[config.mk]
export PLATFORM = sky130hd
export DESIGN_NAME = tsw_result_buf
export DESIGN_NICKNAME = d
export VERILOG_FILES = /design/src/rtl/tsw_pkg.sv /design/src/rtl/tsw_result_buf.sv
export SDC_FILE = /design/constraint.sdc
export NUM_CORES = 2
export LEC_CHECK = 0
export BUFFER_PORTS_ARGS = -buffer_cell sky130_fd_sc_hd__buf_4
export CAP_MARGIN = 20
export CORE_MARGIN = 2
export CORE_UTILIZATION = 43
export DETAILED_ROUTE_END_ITERATION = 12
export GPL_ROUTABILITY_DRIVEN = 0
export PLACE_DENSITY = 0.58
export SKIP_LAST_GASP = 1
export SLEW_MARGIN = 20
export SYNTH_ARGS = -nofsm -noshare
export SYNTH_HDL_FRONTEND = slang
export SYNTH_SLANG_ARGS = --single-unit
[constraint.sdc]
create_clock -name clk -period 6.35 [get_ports clk]
set_clock_uncertainty 0.1 [all_clocks]
set_input_delay 0.635 -clock clk [delete_from_list [all_inputs] [get_ports clk]]
set_output_delay 0.635 -clock clk [all_outputs]
set_load 0.01 [all_outputs]
[src/rtl/tsw_pkg.sv]
// Shared types and constants of the TCP sender window and retransmission engine.
package tsw_pkg;

  localparam int MAX_RESULTS = 64;

  localparam logic [1:0] OP_FILL  = 2'd0;
  localparam logic [1:0] OP_ACK   = 2'd1;
  localparam logic [1:0] OP_TICK  = 2'd2;
  localparam logic [1:0] OP_EMPTY = 2'd3;

  localparam logic [1:0] KIND_NEW    = 2'd0;
  localparam logic [1:0] KIND_RETX   = 2'd1;
  localparam logic [1:0] KIND_EMPTY  = 2'd2;
  localparam logic [1:0] KIND_STATUS = 2'd3;

  localparam logic [1:0] REG_ISN     = 2'd0;
  localparam logic [1:0] REG_TIMEOUT = 2'd1;
  localparam logic [1:0] REG_MAXPAY  = 2'd2;

  localparam logic [15:0] TIMEOUT_RESET = 16'd1000;
  localparam logic [10:0] MAXPAY_RESET  = 11'd1000;

  typedef struct packed {
    logic [1:0]  opcode;
    logic [31:0] ack_number;
    logic [15:0] window_advertised;
    logic [15:0] elapsed_ms;
    logic [15:0] bytes_ready;
    logic        input_ended;
  } in_item_t;

  typedef struct packed {
    logic [1:0]  kind;
    logic [31:0] seg_seqno;
    logic [10:0] payload_len;
    logic        syn_flag;
    logic        fin_flag;
    logic [31:0] in_flight_bytes;
    logic [7:0]  retx_count;
    logic        last;
  } out_item_t;

  typedef struct packed {
    logic [31:0] initial_seqno;
    logic [15:0] initial_timeout_ms;
    logic [10:0] max_payload;
    logic        timeout_load;
  } cfg_t;

  typedef struct packed {
    logic [63:0] start;
    logic [10:0] len;
    logic [1:0]  flags;
  } q_entry_t;

  typedef struct packed {
    logic [1:0]  kind;
    logic [31:0] seq;
    logic [10:0] len;
    logic        syn;
    logic        fin;
  } res_entry_t;

endpackage

[src/rtl/tsw_result_buf.sv]
// Buffer for the results of one word while its final status is worked out.
module tsw_result_buf import tsw_pkg::*; (
  input  logic       clk,
  input  logic       we,
  input  logic [5:0] waddr,
  input  res_entry_t wdata,
  input  logic [5:0] raddr,
  output res_entry_t rdata
);

  res_entry_t mem [MAX_RESULTS];

  always_ff @(posedge clk) begin
    if (we) begin
      mem[waddr] <= wdata;
    end
    rdata <= mem[raddr];
  end

endmodule

Word level (Yosys, flattened, before mapping)
Memory sizes are Yosys's and may differ from the RTL's. A register that Yosys moved wholly into a read port is not among the register bits.
Cells that the tools add are included.
{"block": "classes", "muxes": 2}
{"cell": "2-to-1 mux 1 bit", "n": 2}
{"block": "totals", "input_bits": 61, "n_memories": 1, "ram_bits": 3008, "ff_bits": 0}
{"name": "mem", "depth": 64, "width": 47, "read_ports": 1, "rd_clocked_by_memory_dff": 1, "wr": 1, "line_no": "tsw_result_buf.sv:11", "rtl": "res_entry_t mem [MAX_RESULTS];"}

Logic depth before layout (Yosys ltp)
{"block": "depth", "word_depth": 2, "mapped_depth": 9, "ltp_nobuf": 5}

Least setup slack after synthesis
Ideal clock, no wire load.
{"block": "synth_path", "path_kind": "input to register", "from": "input port waddr[3]", "to": "memory mem[48][0] (netlist bit) (enable)", "slack_ns": 1.400, "stages": 4, "n_path_buf": 1, "setup_ns": 0.509, "t_required_ns": 5.741, "t_arrival_ns": 4.340, "cell_sequence": "clkbuf_1 nor2b_1 nand4b_1 nor3_1"}
{"element": "start: declaration", "line_no": "tsw_result_buf.sv:5", "rtl": "input logic [5:0] waddr,"}
{"element": "end: declaration", "line_no": "tsw_result_buf.sv:11"}
Straight into the memory's write port.

==> flow_metrics.tcl <==
set metrics [dict create \
    status "finished, final reports clean" \
    wl_per_cell_um 33.49 \
    cap_violations 0 \
    core_area_sq_um 265300 \
    ir_drop_mv 0.2372 \
    cts_max_path_buffers 4 \
    worstReg2RegEnd "rdata[12]" \
    cts_resized 0 \
    synth_nets 4951 \
    synth_edf_count 3008 \
    ys_seq_area_share_pct 79.50 \
    yosysTopAreaCell "edfxtp_1" \
    setup_viol 0 \
    hpwl_um 166400 \
    grt_setup_unrepaired "no" \
    grtUsageTotal_pct 22.02 \
    htreeDepth 5 \
    synth_top_area_share_pct 78.68 \
    cts_root_buffer "clkbuf_16" \
    io-pin-count 108 \
    drive_gt1_share_pct 28.82 \
    port_buffers 107 \
    crit_family "simple AND/OR/NAND/NOR gates" \
    synth.distinct_cells 37 \
    overflow 0 \
    worst_slack_ns 3.073 \
    fillers 21240 \
    postSynthCellCount 4890 \
    antenna_found_initial 8 \
    clk_pin_slew_ns 0.06 \
    cellLeakagePower_uw 0.04038 \
    seqCellArea_sq_um 91270 \
    crit_cells 7 \
    critPathBufInv 2 \
    cts-buffers-inserted 311 \
    wirelength_um 300900 \
    vias_per_cell 6.106 \
    cts_setup_buffers 0 \
    grt_pass1_vias 55470 \
    crit_chain "buf_8 -> and2_1 -> nand2_2 -> buf_4 -> o22ai_1 -> nor4_1 -> o22a_1" \
    ys_ff_latch 3055 \
    clk_latency_ns 0.89 \
    synth.area.top_cells "edfxtp_1 (79%), mux4_2 (14%), mux2i_1 (0.98%)" \
    initial_utilization_pct 43.27 \
    syn_area_per_cell_sq_um 23.48 \
    path_max_fanout 76 \
    die_w_um 520.7 \
    cp.required_ns 7.04 \
    finalNetCount 5270 \
    r2r_slack_ns 4.11 \
    synthFlopType "edfxtp_1" \
    yosys_warnings 0 \
    drc_errors 0 \
    dr.pass1.iters 5 \
    arrival_ns 3.96 \
    rr_worst_depth 5 \
    crit_type "in -> reg" \
    hold_viol 0 \
    finalCritPeriodShare_pct 51.61 \
    crit_start "raddr[2]" \
    async_reset_ff_share_pct 0 \
    synth_common_cells "edfxtp_1 (3,008), mux4_2 (720), o22ai_1 (173)" \
    tightestPinTransition_ns 1.198 \
    grt_max_degree 130 \
    start_kind "primary input" \
    ctsHoldBuffers 0 \
    min_path_type "in -> reg" \
    slew_headroom_pct 19.37 \
    netlist_area_sq_um 114800 \
    grt_pass1_wl_um 424900 \
    area_growth_pct 13.77 \
    p_total_uw 42220 \
    antenna_left 0 \
    slowest_delay_ns 1.03 \
    dieArea_sq_um 271100 \
    final_core_util_pct 49.22 \
    power.density_nw_per_um2 323.2 \
    critPathSlowestCell "nor4_1" \
    yosysMostFrequentCell "edfxtp_1" \
    fmax_mhz 305.1 \
    die_h_um 520.7 \
    multi_input_area_sq_um 22640 \
    endpoint "rdata[1]" \
    maxSlewViolCount 0 \
    dr_total_vias 54870 \
    cts_tree "built" \
    endpoint_kind "flip-flop" \
    drt_iter0_markers 6723 \
    period_needed_ns 3.277 \
    clock-sinks 3055 \
    hold_slack_ns 0.1711 \
    fin_setup_tns_ns 0 \
    pre_cts_ws_ns 2.230 \
    r2r-start "mem[38][12]" \
    row_count 189 \
]
cell families after synthesis:
group / Yosys count / synth area share (%)
buf+inv: 281 / 1.314
mux: 872 / 15.49
flops: 3055 / 79.50
compound gates: 445 / 2.671
simple gates: 237 / 1.017
worst min path at each step:
stage / from / slack, ns / endpoint / cells past startpoint
CTS: wdata[30] / 0.13 / mem[27][30] / 1
global placement: mem[3][19] / 0.72 / rdata[19] / 4
finish: wdata[30] / 0.17 / mem[30][30] / 1
detailed placement: mem[0][19] / 0.73 / rdata[19] / 4
floorplan: wdata[0] / 0.63 / mem[0][0] / 0
global route: wdata[30] / 0.17 / mem[30][30] / 1
placed cells by master, fill, tap and decap left out, types with 5 or more instances in the layout:
master	netlist	layout
edfxtp_1	3008	3008
mux4_2	720	720
clkbuf_16	0	318
buf_4	35	257
o22ai_1	173	173
mux2i_1	112	112
clkbuf_1	103	72
a21oi_1	69	69
nor2_4	0	62
clkinv_1	0	60
o221ai_1	58	58
clkinv_2	0	56
dfxtp_1	47	47
mux2_2	40	40
nor2_1	97	35
a221oi_1	33	33
o22a_1	31	31
a22oi_1	24	24
bufinv_16	0	24
buf_12	0	23
nor4_1	39	22
o21ai_0	20	20
nand2_1	24	19
nor4_2	0	17
a22o_1	16	16
nor2b_1	20	15
nand3_1	13	13
clkbuf_8	0	9
nand2b_1	12	8
and3_1	8	8
o21a_1	8	8
inv_6	0	8
a211oi_1	7	7
nand2_2	0	5
layer usage:
metal	track usage (%)	wire, um	up-vias
li1	-	-	21780
met1	32.05	127200	30470
met2	35.10	144700	2217
met3	3.204	20940	404
met4	5.799	8020	4
met5	0	27	-
area by class of cell:
cell class | instances | share of cell area (%)
diodes | 3 | 0.005748
clock buffers | 399 | 6.395
clock inverters | 156 | 1.093
multi-input cells | 1554 | 17.34
flip-flops and latches | 3055 | 69.88
well taps | 3533 | 3.385
repair buffers | 287 | 1.904
per-stage QoR:
step                      instance area [sq um]  std cells
final                                    130600       8987
after detailed placement                 120800       8427
after CTS                                130600       8982
after global placement                   120600       8418
after floorplan                          114800       4890
after global routing                     130600       8986
flip-flops by register name, indices dropped and copies added (netlist names):
signal  count
mem      3008
rdata      47
report_power, final:
group,switching [uW],internal [uW],total [uW]
registers,92.4,22300,22400
logic,1240,728,1970
clock network,7550,10300,17800
total,8880,33300,42200
Note: power is estimated with default switching activity, not from simulation.
