<file path="src/rtl/tsw_pkg.sv">
// Shared types and constants of the TCP sender window and retransmission engine.
package tsw_pkg;

  localparam int MAX_RESULTS = 64;

  localparam logic [1:0] OP_FILL  = 2'd0;
  localparam logic [1:0] OP_ACK   = 2'd1;
  localparam logic [1:0] OP_TICK  = 2'd2;
  localparam logic [1:0] OP_EMPTY = 2'd3;

  localparam logic [1:0] KIND_NEW    = 2'd0;
  localparam logic [1:0] KIND_RETX   = 2'd1;
  localparam logic [1:0] KIND_EMPTY  = 2'd2;
  localparam logic [1:0] KIND_STATUS = 2'd3;

  localparam logic [1:0] REG_ISN     = 2'd0;
  localparam logic [1:0] REG_TIMEOUT = 2'd1;
  localparam logic [1:0] REG_MAXPAY  = 2'd2;

  localparam logic [15:0] TIMEOUT_RESET = 16'd1000;
  localparam logic [10:0] MAXPAY_RESET  = 11'd1000;

  typedef struct packed {
    logic [1:0]  opcode;
    logic [31:0] ack_number;
    logic [15:0] window_advertised;
    logic [15:0] elapsed_ms;
    logic [15:0] bytes_ready;
    logic        input_ended;
  } in_item_t;

  typedef struct packed {
    logic [1:0]  kind;
    logic [31:0] seg_seqno;
    logic [10:0] payload_len;
    logic        syn_flag;
    logic        fin_flag;
    logic [31:0] in_flight_bytes;
    logic [7:0]  retx_count;
    logic        last;
  } out_item_t;

  typedef struct packed {
    logic [31:0] initial_seqno;
    logic [15:0] initial_timeout_ms;
    logic [10:0] max_payload;
    logic        timeout_load;
  } cfg_t;

  typedef struct packed {
    logic [63:0] start;
    logic [10:0] len;
    logic [1:0]  flags;
  } q_entry_t;

  typedef struct packed {
    logic [1:0]  kind;
    logic [31:0] seq;
    logic [10:0] len;
    logic        syn;
    logic        fin;
  } res_entry_t;

endpackage

</file>
<file path="src/rtl/tsw_cfg_regs.sv">
// Configuration registers behind the APB-style port.
module tsw_cfg_regs import tsw_pkg::*; (
  input  logic        clk,
  input  logic        rst,
  input  logic        psel,
  input  logic        penable,
  input  logic        pwrite,
  input  logic [3:0]  paddr,
  input  logic [31:0] pwdata,
  output logic [31:0] prdata,
  output logic        pready,
  output cfg_t        cfg
);

  logic [31:0] isn;
  logic [15:0] tmo;
  logic [10:0] maxp;
  logic        wr;

  assign wr = psel && penable && pwrite;
  assign pready = 1'b1;

  always_ff @(posedge clk) begin
    if (rst) begin
      isn  <= '0;
      tmo  <= TIMEOUT_RESET;
      maxp <= MAXPAY_RESET;
    end else if (wr) begin
      case (paddr[3:2])
        REG_ISN:     isn  <= pwdata;
        REG_TIMEOUT: tmo  <= pwdata[15:0];
        REG_MAXPAY:  maxp <= pwdata[10:0];
        default:     ;
      endcase
    end
  end

  always_comb begin
    case (paddr[3:2])
      REG_ISN:     prdata = isn;
      REG_TIMEOUT: prdata = {16'd0, tmo};
      REG_MAXPAY:  prdata = {21'd0, maxp};
      default:     prdata = '0;
    endcase
  end

  assign cfg.initial_seqno      = isn;
  assign cfg.initial_timeout_ms = tmo;
  assign cfg.max_payload        = maxp;
  assign cfg.timeout_load       = wr && (paddr[3:2] == REG_TIMEOUT);

endmodule

</file>
<file path="config.mk">
export PLATFORM = sky130hd
export DESIGN_NAME = tsw_cfg_regs
export DESIGN_NICKNAME = d
export VERILOG_FILES = /design/src/rtl/tsw_pkg.sv /design/src/rtl/tsw_cfg_regs.sv
export SDC_FILE = /design/constraint.sdc
export NUM_CORES = 1
export LEC_CHECK = 0
export CORE_MARGIN = 8
export CORE_UTILIZATION = 45
export CTS_CLUSTER_SIZE = 16
export DETAILED_ROUTE_END_ITERATION = 6
export DONT_BUFFER_PORTS = 1
export PLACE_DENSITY = 0.68
export SLEW_MARGIN = 20
export SYNTH_ARGS = -nofsm -noshare
export SYNTH_HDL_FRONTEND = slang
export SYNTH_SLANG_ARGS = --single-unit
</file>
<file path="constraint.sdc">
create_clock -name clk -period 2.5 [get_ports clk]
set_input_delay 0.25 -clock clk [delete_from_list [all_inputs] [get_ports clk]]
set_output_delay 0.25 -clock clk [all_outputs]
set_load 0.05 [all_outputs]
</file>
== After elaboration in Yosys (flattened, before gate mapping) ==
Index checks and enable logic that the tools add are counted.

* Register bits: 59
* Bits in latches: 0
* RAM bits: 0
* Bits in read-only memories: 0
* Memories: 0

* Add/sub/neg operators: 0
* $mul: 0
* Div/mod/pow operators: 0
* Magnitude comparators: 0
* Equality and inequality tests: 2
* Shift operators: 0
* Mux-type cells: 1
* Bitwise operators: 0
* Reduce and logical (&&, ||, !) cells: 7

{| class="wikitable"
|+ Operator list
! kind !! count
|-
| $pmux W32 S3 || 1
|-
| $reduce_and A2 Y1 || 3
|-
| $logic_and A1 B1 Y1 || 3
|-
| $eq A2 B1 Y1 const B || 1
|-
| $eq A2 B2 Y1 const B || 1
|-
| $logic_not A2 Y1 || 1
|}

== Logic depth before layout (Yosys ltp) ==
Gate-level depths: netlist of the first run.

* Word-level depth: 3
* Gate-level depth with buffers: 5

== Least setup slack after synthesis of the first run ==
Ideal clock, no wire load.

* Kind: reg-to-output
* From: register tmo[0]
* To: output prdata[0]
* Arrival time: 1.871 ns
* Setup slack: 0.379 ns
* Stages on the path, launching flop included: 3
* Buffers on the path: 0
* Cell sequence: dfxtp_1 -> mux2i_1 -> o21ai_0

* Word-level cells in the longest chain between the ends: 1

{| class="wikitable"
|+ Ends and longest elaborated chain
! element !! line !! source
|-
| from (decl) || tsw_cfg_regs.sv:16 || <nowiki>logic [15:0] tmo;</nowiki>
|-
| from (signal assigned) || tsw_cfg_regs.sv:31 || <nowiki>REG_TIMEOUT: tmo <= pwdata[15:0];</nowiki>
|-
| $pmux W32 S3 || tsw_cfg_regs.sv:39 || <nowiki>case (paddr[3:2])</nowiki>
|-
| to (decl) || tsw_cfg_regs.sv:10 || <nowiki>output logic [31:0] prdata,</nowiki>
|}

Every way passes these cells.

== Worst setup path in the final report of the first run ==
Ends and elaborated chain as after synthesis.

==> reports/summary.md, run 1 <==
### Yosys
• Unique masters post-synth: 17
• synthesized instance count: 305
• proportion of synthesized flip-flops having asynchronous set or reset: 0%
• top area cells in the synthesized netlist: sky130_fd_sc_hd__dfxtp_1 (41%), sky130_fd_sc_hd__mux2i_1 (26%), sky130_fd_sc_hd__nand2b_1 (17%)
• dominant synthesized flop cell: sky130_fd_sc_hd__dfxtp_1
• post-synth design cell area: 2890 sq um
• count leader, synth: sky130_fd_sc_hd__nand2b_1
• Commonest cells post-synth: sky130_fd_sc_hd__nand2b_1 (80), sky130_fd_sc_hd__mux2i_1 (75), sky130_fd_sc_hd__dfxtp_1 (59)
• library cell occupying the most area in the post-synthesis netlist: sky130_fd_sc_hd__dfxtp_1
• register bit total from synthesis: 59
• nets in the synthesized netlist: 346
• top cell type's share of synthesized area: 40.9%
• count of flip-flops with a built-in enable after synthesis: 0
• post-synthesis average cell area: 9.46 sq um
• synthesis warning total: 0
• fraction of the yosys area taken by sequential cells: 40.9%

### Drt
• vias after detailed routing: 2051
• Total Routed Length: 7060 microns
• DRC violation total after the first TritonRoute iteration: 86
• DRC violations left: 0
• count of nets left with antenna violations after detail routing: 0
• Vias per Instance: 5.18
• number of iterations in the first detailed-routing pass: 4
• routed len/inst: 17.8 microns

### Layout
• count of inserted antenna diode cells: 0
• Area Growth Syn to Fin: 12.1%
• Net count, final: 357
• Filler Cell Count: 607
• layout cell share with drive strength beyond 1: 11.9%

### Die
• Chip Height: 96.1 microns
• core area: 6280 sq um
• DIE AREA: 9230 sq um
• die width: 96.1 microns
• number of standard-cell rows in the floorplan: 29
• io pins: 134
• Starting Density: 46.0%

### Clock network
• Clock Path Buffers: 2
• Hold Buf Count CTS: 0
• clock latency on the worst-skew pair: 320 ps
• CTS tree: done
• number of instances resized during post-cts repair: 0
• H-tree lvl count: 3
• Num CTS Buffers: 9
• clock transition at the registers of the reported paths: 70 ps
• CTS Sinks: 59
• library cell used as clock root buffer: sky130_fd_sc_hd__clkbuf_8
• post-CTS repair timing setup buffer count: 0

### Power
• peak supply drop: 0.348 mV
• internal cell power: 0.00155 W
• Overall Power: 0.00204 W
• power share of the sequential group: 49.3%
• static leakage: 1.40 nW
• PwrDens: 630 nW/um^2
• net switching power: 0.000489 W
• net switching fraction of the power: 24.0%
• Clk pwr share: 43.1%
• combinational fraction of design power: 7.6%

### STA
• Tcrit/Tclk final: 73.1%
• setup repair after global routing missed its margin: no
• Clock Skews: 0 ps
• Worst slew margin: 47.4%
• total negative slack for setup checks: 0 ps
• number of slew-limit violations in the final report: 0
• endpoints failing hold: 0
• top achievable clock speed: 0.548 GHz
• clock period minus worst slack: 1830 ps
• transition at the pin with the smallest max-transition slack: 789 ps
• Final setup violation count: 0

### Global route
• global-route wire length before repair: 10900 microns
• number of antenna violations at the first check in global routing: 0
• via count of the first global-routing pass: 2099
• met1 usage in global routing: 17.0%
• routing layer with the top usage in global route: met2
• GRT met2 Usage: 24.6%
• GR Util met3: 7.18%
• maximum number of pins on one net before global-route repair: 98
• aggregate global routing overflow: 0
• Total GRT Usage: 15.4%

### Worst setup path
• CP bufs+invs: 1
• kind of end point of the critical path: output pin
• dominant delay contributor by cell family on the critical path: flip-flops
• largest fanout on the critical path: 3
• slowest cell on the critical path: sky130_fd_sc_hd__dfxtp_1
• category of the worst setup path launch point: flop
• cell chain of the critical path: mux2i_1 > o21ai_1 > buf_4
• Worst Path Class, Setup: flop to output pin
• crit path DAT: 1580 ps
• start point of the critical path: tmo[0]
• Max stage delay on crit path: 680 ps
• required time worst endpoint: 2250 ps
• Crit Reg-Reg Startpoint: tmo[9]

### Place
• routability cong.: 0.681
• final HPWL from detailed placement: 4950 microns
• port buffer count: 0

### Hold path
• worst hold path startpoint: pwdata[20]
• worst hold-check path type: input port to flop

### Status
• status: completed

### Flow run
• Max-cap violations: 0

## path summary, 6_finish.rpt
path	end	slack, ps	cells after the start
worst max-delay path	prdata[0]	670	3
worst min-delay path	isn[20]	70	2
worst max register to register	tmo[9]	1490	2
worst min register to register	isn[19]	670	3
## power by group through the flow
| stage | clock, W | sequential [W] | combinational [W] |
|---|---|---|---|
| final | 0.000878 | 0.00101 | 0.000155 |
| after detailed placement | 0 | 0.00103 | 0.000157 |
| after floorplan | 0 | 0.00102 | 0.000150 |
| after CTS | 0.000899 | 0.00101 | 0.000157 |
| after global routing | 0.000947 | 0.00101 | 0.000167 |
| after global placement | 0 | 0.00103 | 0.000154 |
## layout by cell type, fill, tap and decap left out
cell,netlist,final
sky130_fd_sc_hd__and2_1,16,16
sky130_fd_sc_hd__o21ai_1,0,11
sky130_fd_sc_hd__clkbuf_8,0,12
sky130_fd_sc_hd__mux2i_1,75,75
sky130_fd_sc_hd__nand3_1,1,1
sky130_fd_sc_hd__nand2_1,11,11
sky130_fd_sc_hd__bufinv_16,0,1
sky130_fd_sc_hd__nor2_1,24,24
sky130_fd_sc_hd__clkinv_2,0,1
sky130_fd_sc_hd__dfxtp_1,59,59
sky130_fd_sc_hd__nor3_4,0,1
sky130_fd_sc_hd__or3b_1,1,1
sky130_fd_sc_hd__nand2b_1,80,80
sky130_fd_sc_hd__and2b_1,1,1
sky130_fd_sc_hd__conb_1,1,1
sky130_fd_sc_hd__buf_4,4,23
sky130_fd_sc_hd__inv_1,1,1
## cell type report
class                           count  area, sq um  share of cell area (%)
Tap cell                           77         96.3                    2.98
Inverter                            1         3.75                   0.116
Timing Repair Buffer               23          173                    5.34
Multi-Input combinational cell    222         1580                    48.8
Clock inverter                      2         35.0                    1.08
Sequential cell                    59         1180                    36.5
Clock buffer                       12          165                    5.11
## metrics by stage
stage	std cells	util [%]	hold WS, ps	cell area [sq um]	setup WS [ps]
2_1_floorplan	305	-	405	2890	379
3_3_place_gp	382	48.3	406	3030	842
3_5_place_dp	382	48.3	414	3030	813
4_1_cts	396	51.5	54.3	3230	629
5_1_grt	396	51.5	45.7	3230	577
6_report	396	51.5	69.3	3230	674
## logic make-up after synthesis
kind of cell           share of synthesized area, %
multiplexers                                   26.0
other                                         0.130
flip-flops                                     40.9
AO/OA/AOI/OAI                                  1.91
AND/OR/NAND/NOR                                26.5
buffers and inverters                          4.55
## flip-flops by register name, summed over array words and instances, names as in the netlist
| signal | cells |
|---|---|
| isn | 32 |
| tmo | 16 |
| maxp | 11 |
## per-layer routing
layer  wire length (microns)  share of wire (%)
met2                    3290                 47
met5                       0                  0
met4                      99                1.4
met3                     768                 11
met1                    2900                 41
No activity file was read; power rests on OpenSTA's default activity.
==> run 2: changes to the inputs <==
==> constraint.sdc (replaced) <==
create_clock -name clk -period 1.7 [get_ports clk]
set_input_delay 0.17 -clock clk [delete_from_list [all_inputs] [get_ports clk]]
set_output_delay 0.17 -clock clk [all_outputs]
set_load 0.05 [all_outputs]
==> reports/summary.md, run 2 (synthesis gave the netlist of run 1 again) <==
### Status
• status: completed

### Global route
• met1 usage in global routing: 18.5%, +1.5 points
• via count of the first global-routing pass: 2586, +23%
• maximum number of pins on one net before global-route repair: 98, unchanged
• number of antenna violations at the first check in global routing: 0, unchanged
• global-route wire length before repair: 12600 microns, +16%
• Total GRT Usage: 17.6%, +2.2 points
• aggregate global routing overflow: 0, unchanged
• GR Util met3: 7.80%, +0.62 points
• GRT met2 Usage: 29.7%, +5.1 points
• routing layer with the top usage in global route: met2

### Drt
• count of nets left with antenna violations after detail routing: 0, unchanged
• Total Routed Length: 7940 microns, +13%
• Vias per Instance: 4.95, -4.5%
• DRC violation total after the first TritonRoute iteration: 74, -14%
• routed len/inst: 16.1 microns, -9.6%
• vias after detailed routing: 2438, +19%
• number of iterations in the first detailed-routing pass: 4, unchanged
• DRC violations left: 0, unchanged

### STA
• Clock Skews: 0 ps, unchanged
• total negative slack for setup checks: 0 ps, unchanged
• clock period minus worst slack: 1410 ps
• endpoints failing hold: 0, unchanged
• Final setup violation count: 0, unchanged
• Worst slew margin: 65.8%, +18 points
• number of slew-limit violations in the final report: 0, unchanged
• Tcrit/Tclk final: 82.8%
• setup repair after global routing missed its margin: no
• top achievable clock speed: 0.710 GHz
• transition at the pin with the smallest max-transition slack: 512 ps, -276 ps

### Power
• static leakage: 1.87 nW, +34%
• Overall Power: 0.00301 W, +48%
• peak supply drop: 0.651 mV, +87%
• PwrDens: 754 nW/um^2, +20%

### Layout
• Sequential cell area: 1180 sq um, unchanged
• Net count, final: 452, +27%
• largest register by flop count: isn
• number of flip-flops in the largest register: 32, unchanged
• Filler Cell Count: 549, -9.6%
• layout cell share with drive strength beyond 1: 27.6%, +16 points
• number of non-filler instances in the completed layout: 493, +24%
• commonest cells after routing, fill and taps aside: sky130_fd_sc_hd__buf_4 (98), sky130_fd_sc_hd__nand2b_1 (80), sky130_fd_sc_hd__mux2i_1 (75), sky130_fd_sc_hd__dfxtp_1 (59), sky130_fd_sc_hd__nor2_1 (24)
• count of inserted antenna diode cells: 0, unchanged
• top flop regs: isn x32, tmo x16, maxp x11
• most common cell after layout, fill and taps aside: sky130_fd_sc_hd__buf_4
• Multi-input gate area: 1580 sq um, unchanged
• Area Growth Syn to Fin: 38.6%
• core occupancy in the finished layout: 63.7%, +12 points

### Clock network
• Num CTS Buffers: 9, unchanged
• clock transition at the registers of the reported paths: 60 ps, about the same
• Hold Buf Count CTS: 18, +18
• number of instances resized during post-cts repair: 0, unchanged
• clock latency on the worst-skew pair: 310 ps, about the same
• Clock Path Buffers: 2, unchanged
• CTS tree: done
• H-tree lvl count: 3, unchanged
• post-CTS repair timing setup buffer count: 0, unchanged
• CTS Sinks: 59, unchanged
• library cell used as clock root buffer: sky130_fd_sc_hd__clkbuf_8

### Place
• total placed cells including tap cells: 458, +20%
• port buffer count: 0, unchanged
• final HPWL from detailed placement: 5580 microns, +13%
• routability cong.: 0.699, +2.6%

### Die
• DIE AREA: 9230 sq um, unchanged
• die width: 96.1 microns, unchanged
• core area: 6280 sq um, unchanged
• Starting Density: 46.0%, unchanged
• number of standard-cell rows in the floorplan: 29, unchanged
• Chip Height: 96.1 microns, unchanged
• io pins: 134, unchanged

### Worst setup path
• category of the worst setup path launch point: input port
• Reg2Reg Capture Point: tmo[3]
• capture point of the worst path: cfg[0]
• kind of end point of the critical path: output pin
• Worst Path Class, Setup: input port to output pin
• Max stage delay on crit path: 570 ps, -110 ps
• slowest cell on the critical path: sky130_fd_sc_hd__or3b_1
• slack of the worst reg-to-reg path: 870 ps, -620 ps
• cell chain of the critical path: nand3_1 > or3b_1 > inv_1 > buf_4
• dominant delay contributor by cell family on the critical path: simple AND/OR/NAND/NOR gates
• start point of the critical path: pwrite
• CP bufs+invs: 2, +1
• Crit Reg-Reg Startpoint: tmo[3]
• largest fanout on the critical path: 6, +3
• crit path DAT: 1240 ps, -340 ps
• Reg2Reg Depth: 3, +1
• required time worst endpoint: 1530 ps, -720 ps
• stages on the worst setup path: 4, +1

### Hold path
• worst hold-check path type: input port to flop

### Flow run
• Max-cap violations: 0, unchanged

## run 2: cell types whose count changed in the layout (fill, tap and decap cells not counted)
cell and change:
sky130_fd_sc_hd__buf_4 +75, sky130_fd_sc_hd__dlygate4sd3_1 +19, sky130_fd_sc_hd__clkbuf_8 -2, sky130_fd_sc_hd__clkinv_2 +2, sky130_fd_sc_hd__buf_12 +1, sky130_fd_sc_hd__clkbuf_1 +1
sky130_fd_sc_hd__clkinvlp_4 +1
## run 2: metrics by stage
stage | cell area (sq um) | hold WS (ps) | setup WS (ps)
2_1_floorplan | 2890 | 325 | 28.5
3_3_place_gp | 3620 | 326 | 285
3_5_place_dp | 3620 | 332 | 251
4_1_cts | 3990 | 0.480 | 284
5_1_grt | 4000 | 6.76 | 189
6_report | 4000 | 14.8 | 292
## run 2: worst min-delay path by stage
stage | startpoint | end | slack [ps] | cells after the start
CTS | pwdata[30] | isn[30] | 0.5 | 2
detailed placement | pwdata[28] | isn[28] | 330 | 2
global placement | pwdata[7] | isn[7] | 330 | 2
finish | pwdata[30] | isn[30] | 10 | 2
global route | pwdata[30] | isn[30] | 7 | 2
floorplan | pwdata[16] | isn[16] | 330 | 2
## run 2: worst register-to-register path: stages, from the launching register on
cell and delay, ps:
sky130_fd_sc_hd__dfxtp_1 340, sky130_fd_sc_hd__buf_4 210, sky130_fd_sc_hd__nor2_1 70, sky130_fd_sc_hd__mux2i_1 140
## run 2: per-layer routing
layer / up-vias / part of all wire [%]
li1: 1202 / -
met1: 1139 / 37
met2: 82 / 50
met3: 15 / 10
met4: 0 / 2.0
met5: - / 0
## run 2: report_power, final
part	internal [W]	switching, W	leakage, nW	total (W)
logic	0.000154	0.000212	1.30	0.000365
registers	0.00140	0.00000897	0.477	0.00141
clock network	0.000709	0.000530	0.0991	0.00124
total	0.00226	0.000751	1.87	0.00301
## run 2: cell type report
type	instances	share of cell area, %
well taps	77	2.41
repair buffers	118	23.6
clock inverters	5	1.31
inverters	1	0.0938
multi-input cells	222	39.5
clock buffers	11	3.53
flip-flops and latches	59	29.5
==> run 3: changes to the inputs <==
==> constraint.sdc (replaced) <==
create_clock -name clk -period 1.4 [get_ports clk]
set_input_delay 0.14 -clock clk [delete_from_list [all_inputs] [get_ports clk]]
set_output_delay 0.14 -clock clk [all_outputs]
set_load 0.05 [all_outputs]
==> reports/summary.md, run 3 (synthesis gave the netlist of run 1 again) <==
### Place
• port buffer count: 0, unchanged
• final HPWL from detailed placement: 6040 microns, +8.1%
• total placed cells including tap cells: 458, unchanged
• placed instance area: 4160 sq um, +15%
• routability cong.: 0.772, +10%

### Die
• die width: 96.1 microns, unchanged
• DIE AREA: 9230 sq um, unchanged
• io pins: 134, unchanged
• Chip Height: 96.1 microns, unchanged
• Starting Density: 46.0%, unchanged
• number of standard-cell rows in the floorplan: 29, unchanged
• core area: 6280 sq um, unchanged

### STA
• clock period minus worst slack: 1330 ps
• Final setup violation count: 0, unchanged
• endpoints failing hold: 0, unchanged
• setup repair after global routing missed its margin: no
• total negative slack for setup checks: 0 ps, unchanged
• top achievable clock speed: 0.752 GHz
• number of slew-limit violations in the final report: 0, unchanged
• Clock Skews: 0 ps, unchanged
• Tcrit/Tclk final: 95.0%

### Worst setup path
• slowest cell on the critical path: sky130_fd_sc_hd__or3b_1
• Max stage delay on crit path: 460 ps, -110 ps
• category of the worst setup path launch point: input port
• slack of the worst reg-to-reg path: 70 ps, -800 ps
• Reg2Reg Capture Point: isn[19]
• largest fanout on the critical path: 17, +11
• kind of end point of the critical path: output pin
• CP bufs+invs: 3, +1
• required time worst endpoint: 1260 ps, -270 ps
• stages on the worst setup path: 5, +1
• start point of the critical path: pwrite
• Crit Reg-Reg Startpoint: isn[19]
• Reg2Reg Depth: 4, +1
• capture point of the worst path: cfg[0]
• dominant delay contributor by cell family on the critical path: simple AND/OR/NAND/NOR gates
• cell chain of the critical path: nand3_1 > or3b_1 > buf_12 > inv_1 > buf_4
• crit path DAT: 1190 ps, -50 ps
• Worst Path Class, Setup: input port to output pin

### Layout
• Area Growth Syn to Fin: 68.4%
• number of non-filler instances in the completed layout: 520, +5.5%
• most common cell after layout, fill and taps aside: sky130_fd_sc_hd__nand2b_1
• commonest cells after routing, fill and taps aside: sky130_fd_sc_hd__nand2b_1 (80), sky130_fd_sc_hd__mux2i_1 (75), sky130_fd_sc_hd__buf_4 (64), sky130_fd_sc_hd__dfxtp_1 (59), sky130_fd_sc_hd__dlygate4sd3_1 (45)
• top flop regs: isn x32, tmo x16, maxp x11
• layout cell share with drive strength beyond 1: 30.0%, +2.4 points
• Filler Cell Count: 421, -23%
• Net count, final: 479, +6.0%
• finished layout cell area: 4860 sq um, +21%
• count of inserted antenna diode cells: 0, unchanged
• largest register by flop count: isn
• number of flip-flops in the largest register: 32, unchanged

### Drt
• vias after detailed routing: 2615, +7.3%
• number of iterations in the first detailed-routing pass: 4, unchanged
• DRC violations left: 0, unchanged
• count of nets left with antenna violations after detail routing: 0, unchanged
• DRC violation total after the first TritonRoute iteration: 67, -9.5%
• routed len/inst: 18.6 microns, +16%
• Vias per Instance: 5.03, +1.7%
• Total Routed Length: 9690 microns, +22%

### Hold path
• hold path depth: 2, unchanged
• worst hold-check path type: input port to flop

### Clock network
• Clock Path Buffers: 2, unchanged
• post-CTS repair timing setup buffer count: 0, unchanged
• CTS Sinks: 59, unchanged
• clock transition at the registers of the reported paths: 60 ps, about the same
• CTS tree: done
• library cell used as clock root buffer: sky130_fd_sc_hd__clkbuf_8
• clock latency on the worst-skew pair: 320 ps, about the same
• Num CTS Buffers: 9, unchanged
• H-tree lvl count: 3, unchanged

### Power
• static leakage: 2.15 nW, +15%
• Overall Power: 0.00408 W, +35%
• peak supply drop: 0.785 mV, +21%
• PwrDens: 840 nW/um^2, +12%

### Global route
• global-route wire length before repair: 14800 microns, +18%
• Total GRT Usage: 21.2%, +3.6 points
• maximum number of pins on one net before global-route repair: 55, -44%
• via count of the first global-routing pass: 2829, +9.4%
• aggregate global routing overflow: 0, unchanged
• number of antenna violations at the first check in global routing: 0, unchanged

### Status
• status: completed

### Flow run
• Max-cap violations: 0, unchanged

## run 3: cell count changes in the layout (fill, tap and decap cells not counted), moves of 5 or more
cell	delta
sky130_fd_sc_hd__buf_12	+34
sky130_fd_sc_hd__o21ai_1	-11
sky130_fd_sc_hd__nor2_2	+5
sky130_fd_sc_hd__nor2_1	-5
sky130_fd_sc_hd__buf_4	-34
sky130_fd_sc_hd__dlygate4sd3_1	+26
sky130_fd_sc_hd__o21ai_4	+10
## run 3: how the worst min path moves through the flow
stage / slack [ps] / end / from
global placement: 300 / isn[6] / pwdata[6]
CTS: 0.5 / isn[1] / rst
detailed placement: 300 / isn[20] / pwdata[20]
global route: 1 / isn[1] / rst
floorplan: 300 / isn[16] / pwdata[16]
finish: 20 / isn[28] / rst
## run 3: stage by stage
stage / hold WS [ps] / utilization [%] / worst slack, ps
6_report: 17.4 / 77.4 / 70.0
3_5_place_dp: 303 / 66.2 / 66.6
5_1_grt: 1.46 / 77.4 / 17.6
4_1_cts: 0.506 / 77.3 / 67.7
2_1_floorplan: 295 / - / -93.3
3_3_place_gp: 296 / 66.2 / 85.7
## run 3: repair_timing
item                                    in CTS  in global routing
hold buffers                                46                  0
gates resized for setup                      0                  1
endpoints found under the hold margin       49                  0
endpoints found under the setup margin       0                  1
## run 3: power by group
part	internal, W	switching (W)	total [W]
combinational	0.000295	0.000318	0.000614
sequential	0.00170	0.0000123	0.00171
clock	0.00109	0.000666	0.00176
total	0.00309	0.000997	0.00408
## run 3: routing by layer
| metal | vias up | wire, microns | track usage [%] |
|---|---|---|---|
| li1 | 1264 | - | - |
| met1 | 1247 | 3500 | 21.4 |
| met2 | 86 | 5180 | 39.2 |
| met3 | 18 | 809 | 6.79 |
| met4 | 0 | 198 | 8.45 |
| met5 | - | 0 | 0 |
## run 3: final cells by class
| class | instances | area (sq um) | area share, % |
|---|---|---|---|
| clock inverter | 5 | 75.1 | 1.55 |
| timing repair buffer | 145 | 1640 | 33.8 |
| inverter | 1 | 3.75 | 0.0773 |
| tap | 77 | 96.3 | 1.98 |
| sequential | 59 | 1180 | 24.3 |
| clock buffer | 11 | 151 | 3.12 |
| multi-input combinational | 222 | 1710 | 35.2 |
